--- config.mk ---
export PLATFORM = sky130hd
export DESIGN_NAME = ata_sqrt
export DESIGN_NICKNAME = d
export VERILOG_FILES = /design/src/ata_pkg.sv /design/src/ata_sqrt.sv
export SDC_FILE = /design/constraint.sdc
export NUM_CORES = 2
export LEC_CHECK = 0
export BUFFER_PORTS_ARGS = -buffer_cell sky130_fd_sc_hd__buf_2
export CORE_MARGIN = 2
export CORE_UTILIZATION = 40
export CTS_CLUSTER_SIZE = 8
export DETAILED_ROUTE_END_ITERATION = 8
export PLACE_DENSITY = 0.65
export SLEW_MARGIN = 20
export SYNTH_ARGS = -nofsm -noshare
export SYNTH_HDL_FRONTEND = slang
export SYNTH_SLANG_ARGS = --single-unit
export TNS_END_PERCENT = 5
--- constraint.sdc ---
create_clock -name clk -period 5.9 [get_ports clk]
set_clock_uncertainty 0.2 [all_clocks]
set_input_delay 0.885 -clock clk [delete_from_list [all_inputs] [get_ports clk]]
set_output_delay 0.885 -clock clk [all_outputs]
set_load 0.02 [all_outputs]
--- src/ata_pkg.sv ---
`default_nettype none
package ata_pkg;
  localparam int SampleBits = 16;
  localparam int FracBits = 8;
  localparam int Steps = 30;
  localparam int SumBits = 2 * SampleBits + 1;
  localparam int RadBits = SumBits + 2 * FracBits;
  localparam int MagBits = (RadBits + 1) / 2;
  localparam int CorBits = MagBits + 3;
  localparam int AngBits = 32;
  localparam int CntBits = 11;

  typedef enum logic [1:0] {
    SEL_Z = 2'd0,
    SEL_X = 2'd1,
    SEL_Y = 2'd2,
    SEL_NONE = 2'd3
  } sel_t;

  typedef struct packed {
    logic zero_out;
    logic force_max;
    logic neg;
  } flags_t;

  function automatic logic [AngBits-1:0] atan_rom(input int i);
    logic [AngBits-1:0] r;
    r = '0;
    unique case (i)
      0: r = 32'd843314856;
      1: r = 32'd497837829;
      2: r = 32'd263043836;
      3: r = 32'd133525158;
      4: r = 32'd67021686;
      5: r = 32'd33543515;
      6: r = 32'd16775850;
      7: r = 32'd8388437;
      8: r = 32'd4194282;
      9: r = 32'd2097149;
      10: r = 32'd1048575;
      11: r = 32'd524287;
      12: r = 32'd262143;
      13: r = 32'd131071;
      14: r = 32'd65535;
      15: r = 32'd32767;
      16: r = 32'd16383;
      17: r = 32'd8191;
      18: r = 32'd4095;
      19: r = 32'd2047;
      20: r = 32'd1023;
      21: r = 32'd511;
      22: r = 32'd255;
      23: r = 32'd127;
      24: r = 32'd63;
      25: r = 32'd31;
      26: r = 32'd15;
      27: r = 32'd8;
      28: r = 32'd4;
      29: r = 32'd2;
      default: r = '0;
    endcase
    return r;
  endfunction
endpackage
`default_nettype wire

--- src/ata_sqrt.sv ---
`default_nettype none
module ata_sqrt (
  input  wire logic clk,
  input  wire logic en,
  input  wire logic [ata_pkg::RadBits-1:0] rad_in,
  input  wire logic [ata_pkg::SampleBits:0] cabs_in,
  input  wire ata_pkg::flags_t flags_in,
  output logic [ata_pkg::MagBits-1:0] root,
  output logic [ata_pkg::SampleBits:0] cabs_out,
  output ata_pkg::flags_t flags_out
);
  import ata_pkg::*;
  // one result bit per stage, restoring
  logic [RadBits+1:0] rem [0:MagBits];
  logic [MagBits-1:0] q [0:MagBits];
  logic [RadBits-1:0] rd [0:MagBits];
  logic [SampleBits:0] cs [0:MagBits];
  flags_t fs [0:MagBits];

  always_comb begin
    rem[0] = '0; q[0] = '0; rd[0] = rad_in; cs[0] = cabs_in; fs[0] = flags_in;
  end

  for (genvar k = 0; k < MagBits; k++) begin : g_st
    localparam int Sh = 2 * (MagBits - 1 - k);
    logic [RadBits+1:0] r2, trial;
    logic [1:0] pair;
    if (Sh + 1 < RadBits) begin : g_pair
      assign pair = rd[k][Sh+1 -: 2];
    end else begin : g_top
      // odd radicand width: the top pair has a single bit
      assign pair = {1'b0, rd[k][Sh]};
    end
    always_comb begin
      r2 = {rem[k][RadBits-1:0], pair};
      trial = {{(RadBits+2-MagBits-2){1'b0}}, q[k], 2'b01};
    end
    always_ff @(posedge clk) begin
      if (en) begin
        if (r2 >= trial) begin
          rem[k+1] <= r2 - trial;
          q[k+1] <= {q[k][MagBits-2:0], 1'b1};
        end else begin
          rem[k+1] <= r2;
          q[k+1] <= {q[k][MagBits-2:0], 1'b0};
        end
        rd[k+1] <= rd[k];
        cs[k+1] <= cs[k];
        fs[k+1] <= fs[k];
      end
    end
  end

  assign root = q[MagBits];
  assign cabs_out = cs[MagBits];
  assign flags_out = fs[MagBits];
endmodule
`default_nettype wire

==> reports/qor.yml <==
groute.usage.overall: 0.158
layout_min_cycle_time_ns: 4.57
design.portCount: 116
setup_viol: 0
final.setup.worst_slack_ns: 1.33
critPathCapture: "g_st[19].r2[40]"
global_route.overflow_total: 0
layout.filler_cells: 23900
ys_dominant_reg_cell: "sky130_fd_sc_hd__edfxtp_1"
timing.critical_path.slowest_stage_cell: "sky130_fd_sc_hd__nor3_1"
worstSetupStartpoint: "g_st[18].r2[26]"
cp_slowest_stage_delay_ns: 0.61
synth_top_family_by_area: "simple AND/OR/NAND/NOR gates"
wl_met3_mm: 10.5
violations: "DRC"
avgRoutedWirePerCell_um: 18.7
cts.repair_timing.setup_buffer_count: 0
remaining_drc_errors: 1
grt_pass1_wl_mm: 352
critPathRequiredTime_ns: 6.33
tightestPinTransition_ns: 1.17
finish.cell_count_without_fillers: 12000
die_w_um: 529
post_synth_and_or_nand_nor_area_fraction: 0.109
finalHoldViolations: 0
run_status: "complete, but fails checks"
timing_worst_setup_path_type: "flop to flop"
flow.area_growth_from_synthesis_pct: 14.1
route.top_layer_used: "met5"
critical_path_buf_inv_count: 1
drt_iter0_drc: 4803
arrival_ns: 5.00
cts_root_buf: "sky130_fd_sc_hd__clkbuf_16"
leakage_nw: 45.4
floorplan.rows: 192
ys_top_cells_by_area: "sky130_fd_sc_hd__edfxtp_1 (69%), sky130_fd_sc_hd__xor2_1 (4.6%), sky130_fd_sc_hd__ha_1 (4.0%)"
synth-adder-area-share: 0.0398
ys_ff_latch: 2515
ir_worst_vdd_uv: 258
cts_hold_repair.buffers: 69
routedLengthMet1_mm: 93.0
crit_path_max_fanout: 34
cts.repair.resized: 0
mappedNetlistNets: 8376
gp_congestion: 0.948
clk_pin_slew_worst_paths_ns: 0.05
number_of_flops_mapped_to_enable_cells_by_yosys: 2515
f_max_ghz: 0.219
setup.worst_path.end_class: "flop"
cts.sinks: 2515
layout.nets: 8827
place.port_buffers: 115
syn_area_mm2: 0.110
postRouteWirelength_mm: 225
hold_class: "flop to flop"
crit_family: "simple AND/OR/NAND/NOR gates"
syn_inst: 7955
initial_utilization: 0.402
post_dp_cell_area_mm2: 0.115
avgViaCountPerCell: 5.25
antenna_violating_nets_left: 0
detailroute.wirelength.met2_mm: 112
min_period_over_period: 0.775
sequential_fraction_of_the_synthesis_area: 0.686
chipHeight_um: 529
detailroute.via_count: 63200
ys_types: 91
h-tree-depth: 5
async_reset_ff_frac: 0
grt_pass1_vias: 63600
floorplan.core_area_mm2: 0.274
crit-reg2reg-launch: "g_st[18].r2[26]"
finish.instance_area_mm2: 0.126
clk_latency_ns: 0.90
setup_slack_placement_ns: 1.34
synthDominantAreaCellType: "sky130_fd_sc_hd__edfxtp_1"
critPathLaunchType: "flop"
cts-root-to-sink-buffers: 4
post_route_cells_drive_above_1_share: 0.0821
fin_hold_ws_ns: 0.169
fin_setup_tns_ns: 0
cts_buf_count: 356
drt_pre_antenna_iters: 8
place_hpwl_mm: 159
placed_cells: 11600
worst-r2r-setup-slack_ns: 1.33
grt_max_degree: 145
floorplan.die_area_mm2: 0.280
tritoncts: "done"
synthesis.yosys.warnings: 0
cellPowerDensity_mw_per_mm2: 374
maxSlewViolCount: 0
post-layout-total-power_mw: 47.0
worst_r2r_endpoint: "g_st[19].r2[40]"
timing.slew.headroom: 0.215
cap_viol_max_count: 0
share_of_the_synthesized_netlist_area_taken_by_xor_and_xnor_gates: 0.0748
synthMuxAreaShare: 0.00447
crit_chain: "or4_1 > or4_1 > nor4_1 > nand3_1 > o211ai_1 > buf_4 > nand3_1 > nor3_1 > nand2b_1 > xnor2_1"
worst-path-stages: 10
yosysTopAreaCellShare: 0.686
r2r_cells: 10
synth_compound_area_frac: 0.0646
grt_setup_unrepaired: "false"
initial_antenna_violation_count: 10
syn-mean-instance-area_um2: 13.8
final_core_utilization: 0.459
registers in the layout, summed over array words and instances, names as in the netlist:
signal and flops:
g_st.r2 1090, rd 552, cs 408, g_st.trial 300, fs 72, g_st.pair 48, root 25, cabs_out 17
flags_out 3
worst register-to-register path: cells and delay by family, from the launching register on:
family	cells	cell delay, ns
buf+inv	1	0.38
simple gates	7	2.98
compound gates	1	0.17
xor+xnor	1	0.16
flops	1	0.43
logic make-up after synthesis:
| logic type | after synthesis |
|---|---|
| flip-flops | 2515 |
| AO/OA/AOI/OAI | 1145 |
| XOR/XNOR | 941 |
| buffers and inverters | 601 |
| other | 1 |
| AND/OR/NAND/NOR | 2357 |
| adder cells (fa/ha/maj) | 350 |
| multiplexers | 45 |
worst min path at each step:
stage / start / end / cells after the start / slack (ns)
after global routing: rd[794] / rd[745] / 0 / 0.17
after floorplan: cs[17] / cabs_out[0] / 0 / 0.20
final: rd[942] / rd[893] / 0 / 0.17
after detailed placement: cs[134] / cs[117] / 0 / 0.20
after global placement: fs[46] / fs[43] / 0 / 0.20
after CTS: cs[388] / cs[371] / 0 / 0.17
cell usage in the layout (no fill, tap or decap), types with 73 or more instances in the layout:
cell and instances:
sky130_fd_sc_hd__edfxtp_1 2515, sky130_fd_sc_hd__xor2_1 580, sky130_fd_sc_hd__nand2_1 546, sky130_fd_sc_hd__nor2_1 489
sky130_fd_sc_hd__inv_1 440, sky130_fd_sc_hd__xnor2_1 361, sky130_fd_sc_hd__clkbuf_16 358, sky130_fd_sc_hd__ha_1 350
sky130_fd_sc_hd__o21ai_0 345, sky130_fd_sc_hd__a21oi_1 318, sky130_fd_sc_hd__nor3_1 309, sky130_fd_sc_hd__nor4_1 202
sky130_fd_sc_hd__a21o_1 133, sky130_fd_sc_hd__or3_1 130, sky130_fd_sc_hd__nand3_1 127, sky130_fd_sc_hd__buf_2 114
sky130_fd_sc_hd__or4_1 103, sky130_fd_sc_hd__nand2b_1 78, sky130_fd_sc_hd__nand4_1 73
final cells by class:
type | count | area, um^2 | area share
Clock inverter | 34 | 644 | 0.00513
Multi-Input combinational cell | 4839 | 32400 | 0.258
Sequential cell | 2515 | 75500 | 0.601
Antenna cell | 1 | 2.50 | 0.0000199
Tap cell | 3589 | 4490 | 0.0357
Clock buffer | 370 | 9000 | 0.0716
Timing Repair Buffer | 249 | 1970 | 0.0157
Inverter | 445 | 1670 | 0.0133
synthesized netlist by cell type, types with 8 or more instances:
| master | instances |
|---|---|
| sky130_fd_sc_hd__xnor2_1 | 361 |
| sky130_fd_sc_hd__a21o_1 | 133 |
| sky130_fd_sc_hd__or4_1 | 103 |
| sky130_fd_sc_hd__nor2b_1 | 58 |
| sky130_fd_sc_hd__nand3b_1 | 24 |
| sky130_fd_sc_hd__edfxtp_1 | 2515 |
| sky130_fd_sc_hd__and2_1 | 20 |
| sky130_fd_sc_hd__nand4_1 | 73 |
| sky130_fd_sc_hd__o2111ai_1 | 11 |
| sky130_fd_sc_hd__o21ai_0 | 345 |
| sky130_fd_sc_hd__nor3b_1 | 14 |
| sky130_fd_sc_hd__or2_2 | 44 |
| sky130_fd_sc_hd__clkbuf_1 | 121 |
| sky130_fd_sc_hd__nand3_1 | 127 |
| sky130_fd_sc_hd__a21oi_1 | 320 |
| sky130_fd_sc_hd__nor3_1 | 311 |
| sky130_fd_sc_hd__or3_1 | 130 |
| sky130_fd_sc_hd__a211oi_1 | 27 |
| sky130_fd_sc_hd__nand2b_1 | 78 |
| sky130_fd_sc_hd__mux2_2 | 34 |
| sky130_fd_sc_hd__nor4b_1 | 17 |
| sky130_fd_sc_hd__o31ai_1 | 42 |
| sky130_fd_sc_hd__xor2_1 | 580 |
| sky130_fd_sc_hd__a2111oi_0 | 9 |
| sky130_fd_sc_hd__a211o_1 | 13 |
| sky130_fd_sc_hd__nand2_1 | 546 |
| sky130_fd_sc_hd__and3_1 | 41 |
| sky130_fd_sc_hd__a31oi_1 | 29 |
| sky130_fd_sc_hd__o41ai_1 | 23 |
| sky130_fd_sc_hd__nor4_1 | 205 |
| sky130_fd_sc_hd__nor2_1 | 489 |
| sky130_fd_sc_hd__inv_1 | 440 |
| sky130_fd_sc_hd__o211ai_1 | 23 |
| sky130_fd_sc_hd__a221oi_1 | 8 |
| sky130_fd_sc_hd__and4_1 | 17 |
| sky130_fd_sc_hd__nand4b_1 | 16 |
| sky130_fd_sc_hd__buf_4 | 20 |
| sky130_fd_sc_hd__mux2i_1 | 11 |
| sky130_fd_sc_hd__o21bai_1 | 27 |
| sky130_fd_sc_hd__ha_1 | 350 |
| sky130_fd_sc_hd__o21a_1 | 51 |
| sky130_fd_sc_hd__o31a_1 | 10 |
power breakdown:
| group | internal (mW) | switching, mW |
|---|---|---|
| registers | 21.9 | 1.19 |
| clock network | 10.8 | 7.25 |
| logic | 2.35 | 3.54 |
| total | 35.0 | 12.0 |
metal layers:
layer / global-route usage / vias to the layer above
met5: 0 / -
met4: 0.0707 / 2
met3: 0.0238 / 504
met2: 0.275 / 1619
met1: 0.194 / 30600
li1: - / 30500
No activity file was read; power rests on OpenSTA's default activity.
