==> src/ata_pkg.sv <==
`default_nettype none
package ata_pkg;
  localparam int SampleBits = 16;
  localparam int FracBits = 8;
  localparam int Steps = 30;
  localparam int SumBits = 2 * SampleBits + 1;
  localparam int RadBits = SumBits + 2 * FracBits;
  localparam int MagBits = (RadBits + 1) / 2;
  localparam int CorBits = MagBits + 3;
  localparam int AngBits = 32;
  localparam int CntBits = 11;

  typedef enum logic [1:0] {
    SEL_Z = 2'd0,
    SEL_X = 2'd1,
    SEL_Y = 2'd2,
    SEL_NONE = 2'd3
  } sel_t;

  typedef struct packed {
    logic zero_out;
    logic force_max;
    logic neg;
  } flags_t;

  function automatic logic [AngBits-1:0] atan_rom(input int i);
    logic [AngBits-1:0] r;
    r = '0;
    unique case (i)
      0: r = 32'd843314856;
      1: r = 32'd497837829;
      2: r = 32'd263043836;
      3: r = 32'd133525158;
      4: r = 32'd67021686;
      5: r = 32'd33543515;
      6: r = 32'd16775850;
      7: r = 32'd8388437;
      8: r = 32'd4194282;
      9: r = 32'd2097149;
      10: r = 32'd1048575;
      11: r = 32'd524287;
      12: r = 32'd262143;
      13: r = 32'd131071;
      14: r = 32'd65535;
      15: r = 32'd32767;
      16: r = 32'd16383;
      17: r = 32'd8191;
      18: r = 32'd4095;
      19: r = 32'd2047;
      20: r = 32'd1023;
      21: r = 32'd511;
      22: r = 32'd255;
      23: r = 32'd127;
      24: r = 32'd63;
      25: r = 32'd31;
      26: r = 32'd15;
      27: r = 32'd8;
      28: r = 32'd4;
      29: r = 32'd2;
      default: r = '0;
    endcase
    return r;
  endfunction
endpackage
`default_nettype wire

==> src/ata_front.sv <==
`default_nettype none
module ata_front (
  input  wire logic clk,
  input  wire logic en,
  input  wire logic signed [ata_pkg::SampleBits-1:0] axis_x,
  input  wire logic signed [ata_pkg::SampleBits-1:0] axis_y,
  input  wire logic signed [ata_pkg::SampleBits-1:0] axis_z,
  input  wire logic [1:0] func,
  output logic [ata_pkg::SumBits-1:0] sum,
  output logic [ata_pkg::SampleBits:0] cabs,
  output ata_pkg::flags_t flags
);
  import ata_pkg::*;
  logic signed [SampleBits-1:0] a, b, c;
  logic [2*SampleBits-1:0] aa, bb;
  logic [SampleBits:0] cmag;
  logic [SumBits-1:0] s;

  always_comb begin
    a = axis_x; b = axis_y; c = axis_z;
    unique case (sel_t'(func))
      SEL_Z: begin a = axis_x; b = axis_y; c = axis_z; end
      SEL_X: begin a = axis_y; b = axis_z; c = axis_x; end
      SEL_Y: begin a = axis_x; b = axis_z; c = axis_y; end
      SEL_NONE: begin a = axis_x; b = axis_y; c = axis_z; end
      default: ;
    endcase
    // squares need the full double width
    aa = $unsigned((2*SampleBits)'(a) * (2*SampleBits)'(a));
    bb = $unsigned((2*SampleBits)'(b) * (2*SampleBits)'(b));
    s = {1'b0, aa} + {1'b0, bb};
    cmag = c[SampleBits-1] ? ({1'b0, ~c} + 1'b1) : {1'b0, c};
  end

  always_ff @(posedge clk) begin
    if (en) begin
      sum <= s;
      cabs <= cmag;
      flags.zero_out <= (sel_t'(func) == SEL_NONE) || (s == '0);
      flags.force_max <= (c == '0);
      flags.neg <= c[SampleBits-1];
    end
  end
endmodule
`default_nettype wire

==> config.mk <==
export PLATFORM = sky130hd
export DESIGN_NAME = ata_front
export DESIGN_NICKNAME = d
export VERILOG_FILES = /design/src/ata_pkg.sv /design/src/ata_front.sv
export SDC_FILE = /design/constraint.sdc
export NUM_CORES = 1
export LEC_CHECK = 0
export BUFFER_PORTS_ARGS = -buffer_cell sky130_fd_sc_hd__clkbuf_2
export CORE_MARGIN = 5
export CORE_UTILIZATION = 45
export DETAILED_ROUTE_END_ITERATION = 8
export PLACE_DENSITY = 0.7
export REMOVE_ABC_BUFFERS = 1
export SLEW_MARGIN = 20
export SYNTH_ARGS = -nofsm -noshare
export SYNTH_HDL_FRONTEND = slang
export SYNTH_SLANG_ARGS = --single-unit
export TNS_END_PERCENT = 20
==> constraint.sdc <==
create_clock -name clk -period 26.2 [get_ports clk]
set_input_delay 7.86 -clock clk [delete_from_list [all_inputs] [get_ports clk]]
set_output_delay 7.86 -clock clk [all_outputs]
set_load 0.02 [all_outputs]
==> key figures, run 1 <==
Setup path
  – Type of origin of the critical path: input pin
  – Crit Path Max Fanout: 34
  – Top Family by Delay on Critical Path: adder cells
  – Worst path depth: 40
  – Worst Path Required: 26.34 ns
  – Slowest CP cell: mux2i_1
  – Crit path largest cell delay: 1.00 ns
  – Most used cell, CP: inv_1
  – Critical Path Sink Type: flop
  – Crit path buf inv count: 9
  – Setup CP Type: input pin to flop
  – CP arrival: 19.65 ns

Detailed routing
  – Vias: 16129
  – Final antenna-violating net count: 0
  – DRC: 0
  – Routed wl met3: 4.80 mm
  – Total wire length after detailed routing: 56.5 mm
  – DR iter-0 viols: 1049
  – Top sig layer: met5
  – Met2 Wirelength: 26.2 mm
  – Met1 wire length: 23.7 mm
  – TritonRoute pass-1 iters: 5
  – Avg WL per Cell: 18.5 um
  – Vias/cell: 5.29

Finish
  – Share of layout cells above drive strength 1: 0.0654
  – Area occupied by multi-input gates: 17200 um2
  – # fillers: 4527
  – Synth-to-Final Area Change: 6.56%
  – FF/Latch Area: 1590 um2
  – Antenna diodes: 0
  – Final cell count without fillers: 3048
  – Net count, final: 3165

Synth
  – Main combinational cell family by area after synthesis: adder cells
  – Area share of xor/xnor cells in the synthesized design: 0.0472
  – Post-synthesis compound-gate area fraction: 0.0811
  – Area share of fa/ha/maj cells after synthesis: 0.561
  – EDFF count, synth: 53
  – Area share of the largest cell type after synthesis: 0.440
  – Primary FF master, synth: edfxtp_1
  – Synth Instances: 2350
  – Post-Syn Area per Cell: 9.16 um2
  – Synth Register Bits: 53
  – Top post-synthesis cells by area: fa_1, ha_1, inv_1
  – Top-count cell post-synth: inv_1
  – Synth Area in Simple Gates: 0.0937
  – Post-synth top cells: inv_1, fa_1, ha_1, nand2_1, nor2_1
  – Ys async rst share: 0
  – Post-Syn Area: 21500 um2
  – Mux contribution to synthesized area: 0.0178
  – Area leader, netlist: fa_1
  – Sequential fraction of the synthesis area: 0.0739
  – Synth cell types: 67
  – Synth warnings: 0

Global route
  – Largest net degree at the start of global routing: 54
  – Initial antenna violation count: 3
  – Vias in the first global route: 17719
  – GRT Total Usage: 0.221
  – First-pass GRT wire length: 92.2 mm
  – Grt total ovfl: 0

Floorplanning
  – Die width: 229 um
  – Die area: 52300 um2
  – Core area: 47500 um2
  – Die H: 229 um
  – Initial core utilization: 0.453
  – FP Rows: 80
  – Boundary Pins: 105

Place
  – RD Place Congestion: 0.987
  – Port Buffers: 104
  – Final HPWL DP: 49.2 mm
  – Placed cells: 3040

Clock tree
  – CTS Sinks: 53
  – CTS tree: done
  – CTS clk-pin slew, worst paths: 0.09 ns
  – Post-CTS Setup Bufs: 0
  – Hold buffer count at CTS: 0
  – Root buf cell: clkbuf_16
  – Htree depth: 2
  – TritonCTS buffer count: 5
  – Resize count post-CTS: 0
  – Clk buf depth: 2

Timing
  – Worst-margin pin slew: 1.17 ns
  – Final worst path period need: 19.51 ns
  – RSZ-0062 raised after global routing: no
  – Final Max Slew Viols: 0
  – Slew Limit Headroom: 0.199
  – Setup_tns: 0 ns
  – Crit share post-route: 0.745
  – Final setup fails: 0
  – Fmax: 0.0513 GHz
  – Hold Vio Cnt, Final: 0

Run status
  – Outcome: complete, no violations

Min path
  – Worst Hold Class: input pin to flop
  – Worst hold path depth: 3

Job
  – MaxCap Viol Count: 0
[metal layers]
layer,vias to the layer above,GRT usage
li1,7275,-
met1,8083,0.304
met4,2,0.0613
met3,112,0.0465
met5,-,0
met2,657,0.357
[stage by stage]
step	cell area, um2	util	setup slack [ns]	hold slack, ns
final	22900	0.483	6.69	7.98
after global routing	22900	0.483	6.16	8.01
after CTS	22900	0.483	6.92	7.97
after detailed placement	22800	0.479	6.63	8.31
after global placement	22800	0.479	7.01	8.32
after floorplan	21400	-	8.26	7.97
[layout by cell type, fill, tap and decap left out, drive strengths merged, types with 36 or more instances in the layout]
cell / n
xnor2: 97
clkbuf: 109
fa: 473
edfxtp: 53
ha: 208
o21ai: 41
inv: 670
nor2: 186
a21o: 36
nand2: 191
a21oi: 91
[path summary, 6_finish.rpt]
| kind | start | to | slack, ns |
|---|---|---|---|
| hold / removal | axis_x[9] | cabs[9] | 7.98 |
| setup / recovery | func[0] | flags[2] | 6.69 |
[state kept, by name, summed over array words and instances, names as in the netlist]
register / flops
cabs: 17
flags: 3
sum: 33
[logic make-up (layout without fill, tap and decap cells)]
family | after synthesis | in the layout
AO/OA/AOI/OAI | 266 | 266
XOR/XNOR | 116 | 116
adder cells (fa/ha/maj) | 681 | 681
buffers and inverters | 719 | 802
flip-flops | 53 | 53
multiplexers | 36 | 36
other | 1 | 1
AND/OR/NAND/NOR | 478 | 478
[layout make-up]
type / instances / share of cell area
Timing Repair Buffer: 119 / 0.0276
Inverter: 675 / 0.110
Multi-Input combinational cell: 1578 / 0.752
Tap cell: 615 / 0.0335
Clock inverter: 3 / 0.00207
Sequential cell: 53 / 0.0694
Clock buffer: 5 / 0.00545
Power of run 1 is not shown: default switching activity piles up to over one toggle a cycle in this logic, so the estimate is an artifact.
==> inputs of run 2 (changes only) <==
ABC_AREA = 1   (was not set)
PLACE_DENSITY = 0.69   (was 0.7)
clock period = 18.5 ns   (was 26.2 ns; I/O delays follow)
==> key figures, run 2 <==
Timing
  – Final Max Slew Viols: 0 (unchanged)
  – Worst-margin pin slew: 0.936 ns (was 1.17 ns)
  – RSZ-0062 raised after global routing: no (unchanged)
  – Slew Limit Headroom: 0.372 (was 0.199)
  – Final worst path period need: 14.39 ns
  – Fmax: 0.0695 GHz
  – Final setup fails: 0 (unchanged)
  – Crit share post-route: 0.778
  – Setup_tns: 0 ns (unchanged)
  – Hold Vio Cnt, Final: 0 (unchanged)

Synth
  – EDFF count, synth: 53 (unchanged)
  – Mux contribution to synthesized area: 0 (was 0.0178)
  – Synth Area in Simple Gates: 0.155 (was 0.0937)
  – Area leader, netlist: fa_1 (unchanged)
  – Ys async rst share: 0 (unchanged)
  – Synth Instances: 2867 (was 2350)
  – Area share of the largest cell type after synthesis: 0.410 (was 0.440)
  – Primary FF master, synth: edfxtp_1 (unchanged)
  – Synth cell types: 47 (was 67)
  – Area share of xor/xnor cells in the synthesized design: 0.0391 (was 0.0472)
  – Post-Syn Area per Cell: 8.05 um2 (was 9.16 um2)
  – Synth warnings: 0 (unchanged)
  – Post-synthesis compound-gate area fraction: 0.0621 (was 0.0811)
  – Sequential fraction of the synthesis area: 0.0690 (was 0.0739)
  – Post-synth top cells: inv_1, nand2_1, fa_1, nor2_1, ha_1 (was inv_1, fa_1, ha_1, nand2_1, nor2_1)
  – Top post-synthesis cells by area: fa_1, inv_1, ha_1 (was fa_1, ha_1, inv_1)
  – Synth Register Bits: 53 (unchanged)
  – Area share of fa/ha/maj cells after synthesis: 0.523 (was 0.561)
  – Main combinational cell family by area after synthesis: adder cells (unchanged)
  – Top-count cell post-synth: inv_1 (unchanged)
  – Post-Syn Area: 23100 um2 (was 21500 um2)

Finish
  – # fillers: 5085 (was 4527)
  – Number of flip-flops in the largest register: 33 (unchanged)
  – Antenna diodes: 0 (unchanged)
  – Commonest non-fill, non-tap cell in the layout: inv_1 (unchanged)
  – Share of layout cells above drive strength 1: 0.0645 (was 0.0654)
  – Synth-to-Final Area Change: 6.30% (was 6.56%)
  – Biggest regs: sum x33, cabs x17, flags x3 (unchanged)
  – Fin area: 24500 um2 (was 22900 um2)
  – Most frequent cells in the layout: inv_1, nand2_1, fa_1 (was inv_1, fa_1, ha_1)
  – Net count, final: 3694 (was 3165)
  – Final Util: 0.480 (was 0.483)
  – Most flops, register: sum (unchanged)

Global route
  – Largest net degree at the start of global routing: 54 (unchanged)
  – First-pass GRT wire length: 98.9 mm (was 92.2 mm)
  – Initial antenna violation count: 0 (was 3)
  – Grt total ovfl: 0 (unchanged)
  – GRT Total Usage: 0.220 (was 0.221)
  – Vias in the first global route: 18794 (was 17719)

Setup path
  – Crit Path Max Fanout: 35 (was 34)
  – Setup CP Type: input pin to flop (unchanged)
  – Type of origin of the critical path: input pin (unchanged)
  – Most used cell, CP: nand2_1 (was inv_1)
  – CP arrival: 14.46 ns (was 19.65 ns)
  – Worst Path Required: 18.57 ns (was 26.34 ns)
  – Crit path largest cell delay: 0.64 ns (was 1.00 ns)
  – Critical Path Sink Type: flop (unchanged)
  – Slowest CP cell: o21ai_2 (was mux2i_1)

Clock tree
  – Root buf cell: clkbuf_16 (unchanged)
  – Clk buf depth: 2 (unchanged)
  – Hold buffer count at CTS: 0 (unchanged)
  – CTS clk-pin slew, worst paths: 0.07 ns (was 0.09 ns)
  – CTS Sinks: 53 (unchanged)
  – Resize count post-CTS: 0 (unchanged)
  – CTS tree: done (unchanged)
  – Htree depth: 2 (unchanged)
  – Post-CTS Setup Bufs: 0 (unchanged)
  – TritonCTS buffer count: 5 (unchanged)

Place
  – Placement Cell Area: 24400 um2 (was 22800 um2)
  – Port Buffers: 104 (unchanged)
  – RD Place Congestion: 0.933 (was 0.987)
  – Final HPWL DP: 52.6 mm (was 49.2 mm)

Detailed routing
  – DR iter-0 viols: 1022 (was 1049)
  – Avg WL per Cell: 16.4 um (was 18.5 um)
  – Vias: 17940 (was 16129)
  – TritonRoute pass-1 iters: 5 (unchanged)
  – Final antenna-violating net count: 0 (unchanged)
  – Vias/cell: 4.93 (was 5.29)
  – Total wire length after detailed routing: 59.7 mm (was 56.5 mm)
  – DRC: 0 (unchanged)

Floorplanning
  – Die H: 236 um (was 229 um)
  – Die area: 55900 um2 (was 52300 um2)
  – Core area: 51100 um2 (was 47500 um2)
  – FP Rows: 83 (was 80)
  – Initial core utilization: 0.452 (was 0.453)
  – Boundary Pins: 105 (unchanged)
  – Die width: 236 um (was 229 um)

Min path
  – Worst Hold Class: input pin to flop (unchanged)
  – Worst hold path depth: 3 (unchanged)

Run status
  – Outcome: complete, no violations (unchanged)

Job
  – MaxCap Viol Count: 0 (unchanged)
==> run 2: cell types whose count changed in the layout (fill, tap and decap cells not counted), moves of 41 or more <==
cell     delta
nand2_1   +320
nor2_1     +69
xor2_1     +45
inv_1     +190
nand3_1    +41
xnor2_1    -58
==> run 2: logic make-up after synthesis <==
| family | after synthesis |
|---|---|
| buffers and inverters | 909 |
| and+or+nand+nor | 889 |
| adders and majority gates | 681 |
| AOI/OAI and AO/OA | 231 |
| xor gates and xnor gates | 103 |
| DFF | 53 |
| other | 1 |
==> run 2: final cells by class <==
type | instances | area, um2 | share of cell area
sequential | 53 | 1590 | 0.0649
clock inverter | 1 | 3.75 | 0.000153
clock buffer | 6 | 129 | 0.00525
tap | 680 | 851 | 0.0347
timing repair buffer | 125 | 678 | 0.0277
multi-input combinational | 1905 | 18000 | 0.734
inverter | 871 | 3280 | 0.134
==> run 2: layer usage <==
metal,GRT usage,routed length [um]
met5,0,0
met4,0.0380,1210
met3,0.0464,5000
met2,0.356,27100
met1,0.311,26400
==> run 2: final timing paths <==
path / startpoint / end
setup / recovery: func[0] / flags[2]
hold / removal: axis_x[0] / cabs[0]
==> run 2: metrics by stage <==
stage	hold WS (ns)	std cells	setup WS [ns]
4_1_cts	5.59	3641	4.15
6_report	5.60	3641	4.11
3_5_place_dp	5.91	3634	3.89
2_1_floorplan	5.66	2829	4.90
3_3_place_gp	5.90	3634	3.88
5_1_grt	5.61	3641	3.56
==> run 2: critical path, delay by kind of cell <==
| family | cells | cell delay, ns |
|---|---|---|
| compound gates | 4 | 1.11 |
| xor+xnor | 1 | 0.28 |
| fa+ha+maj | 9 | 4.00 |
| buf+inv | 7 | 1.42 |
| simple gates | 16 | 2.06 |
Power of run 2 is left out for the same reason.
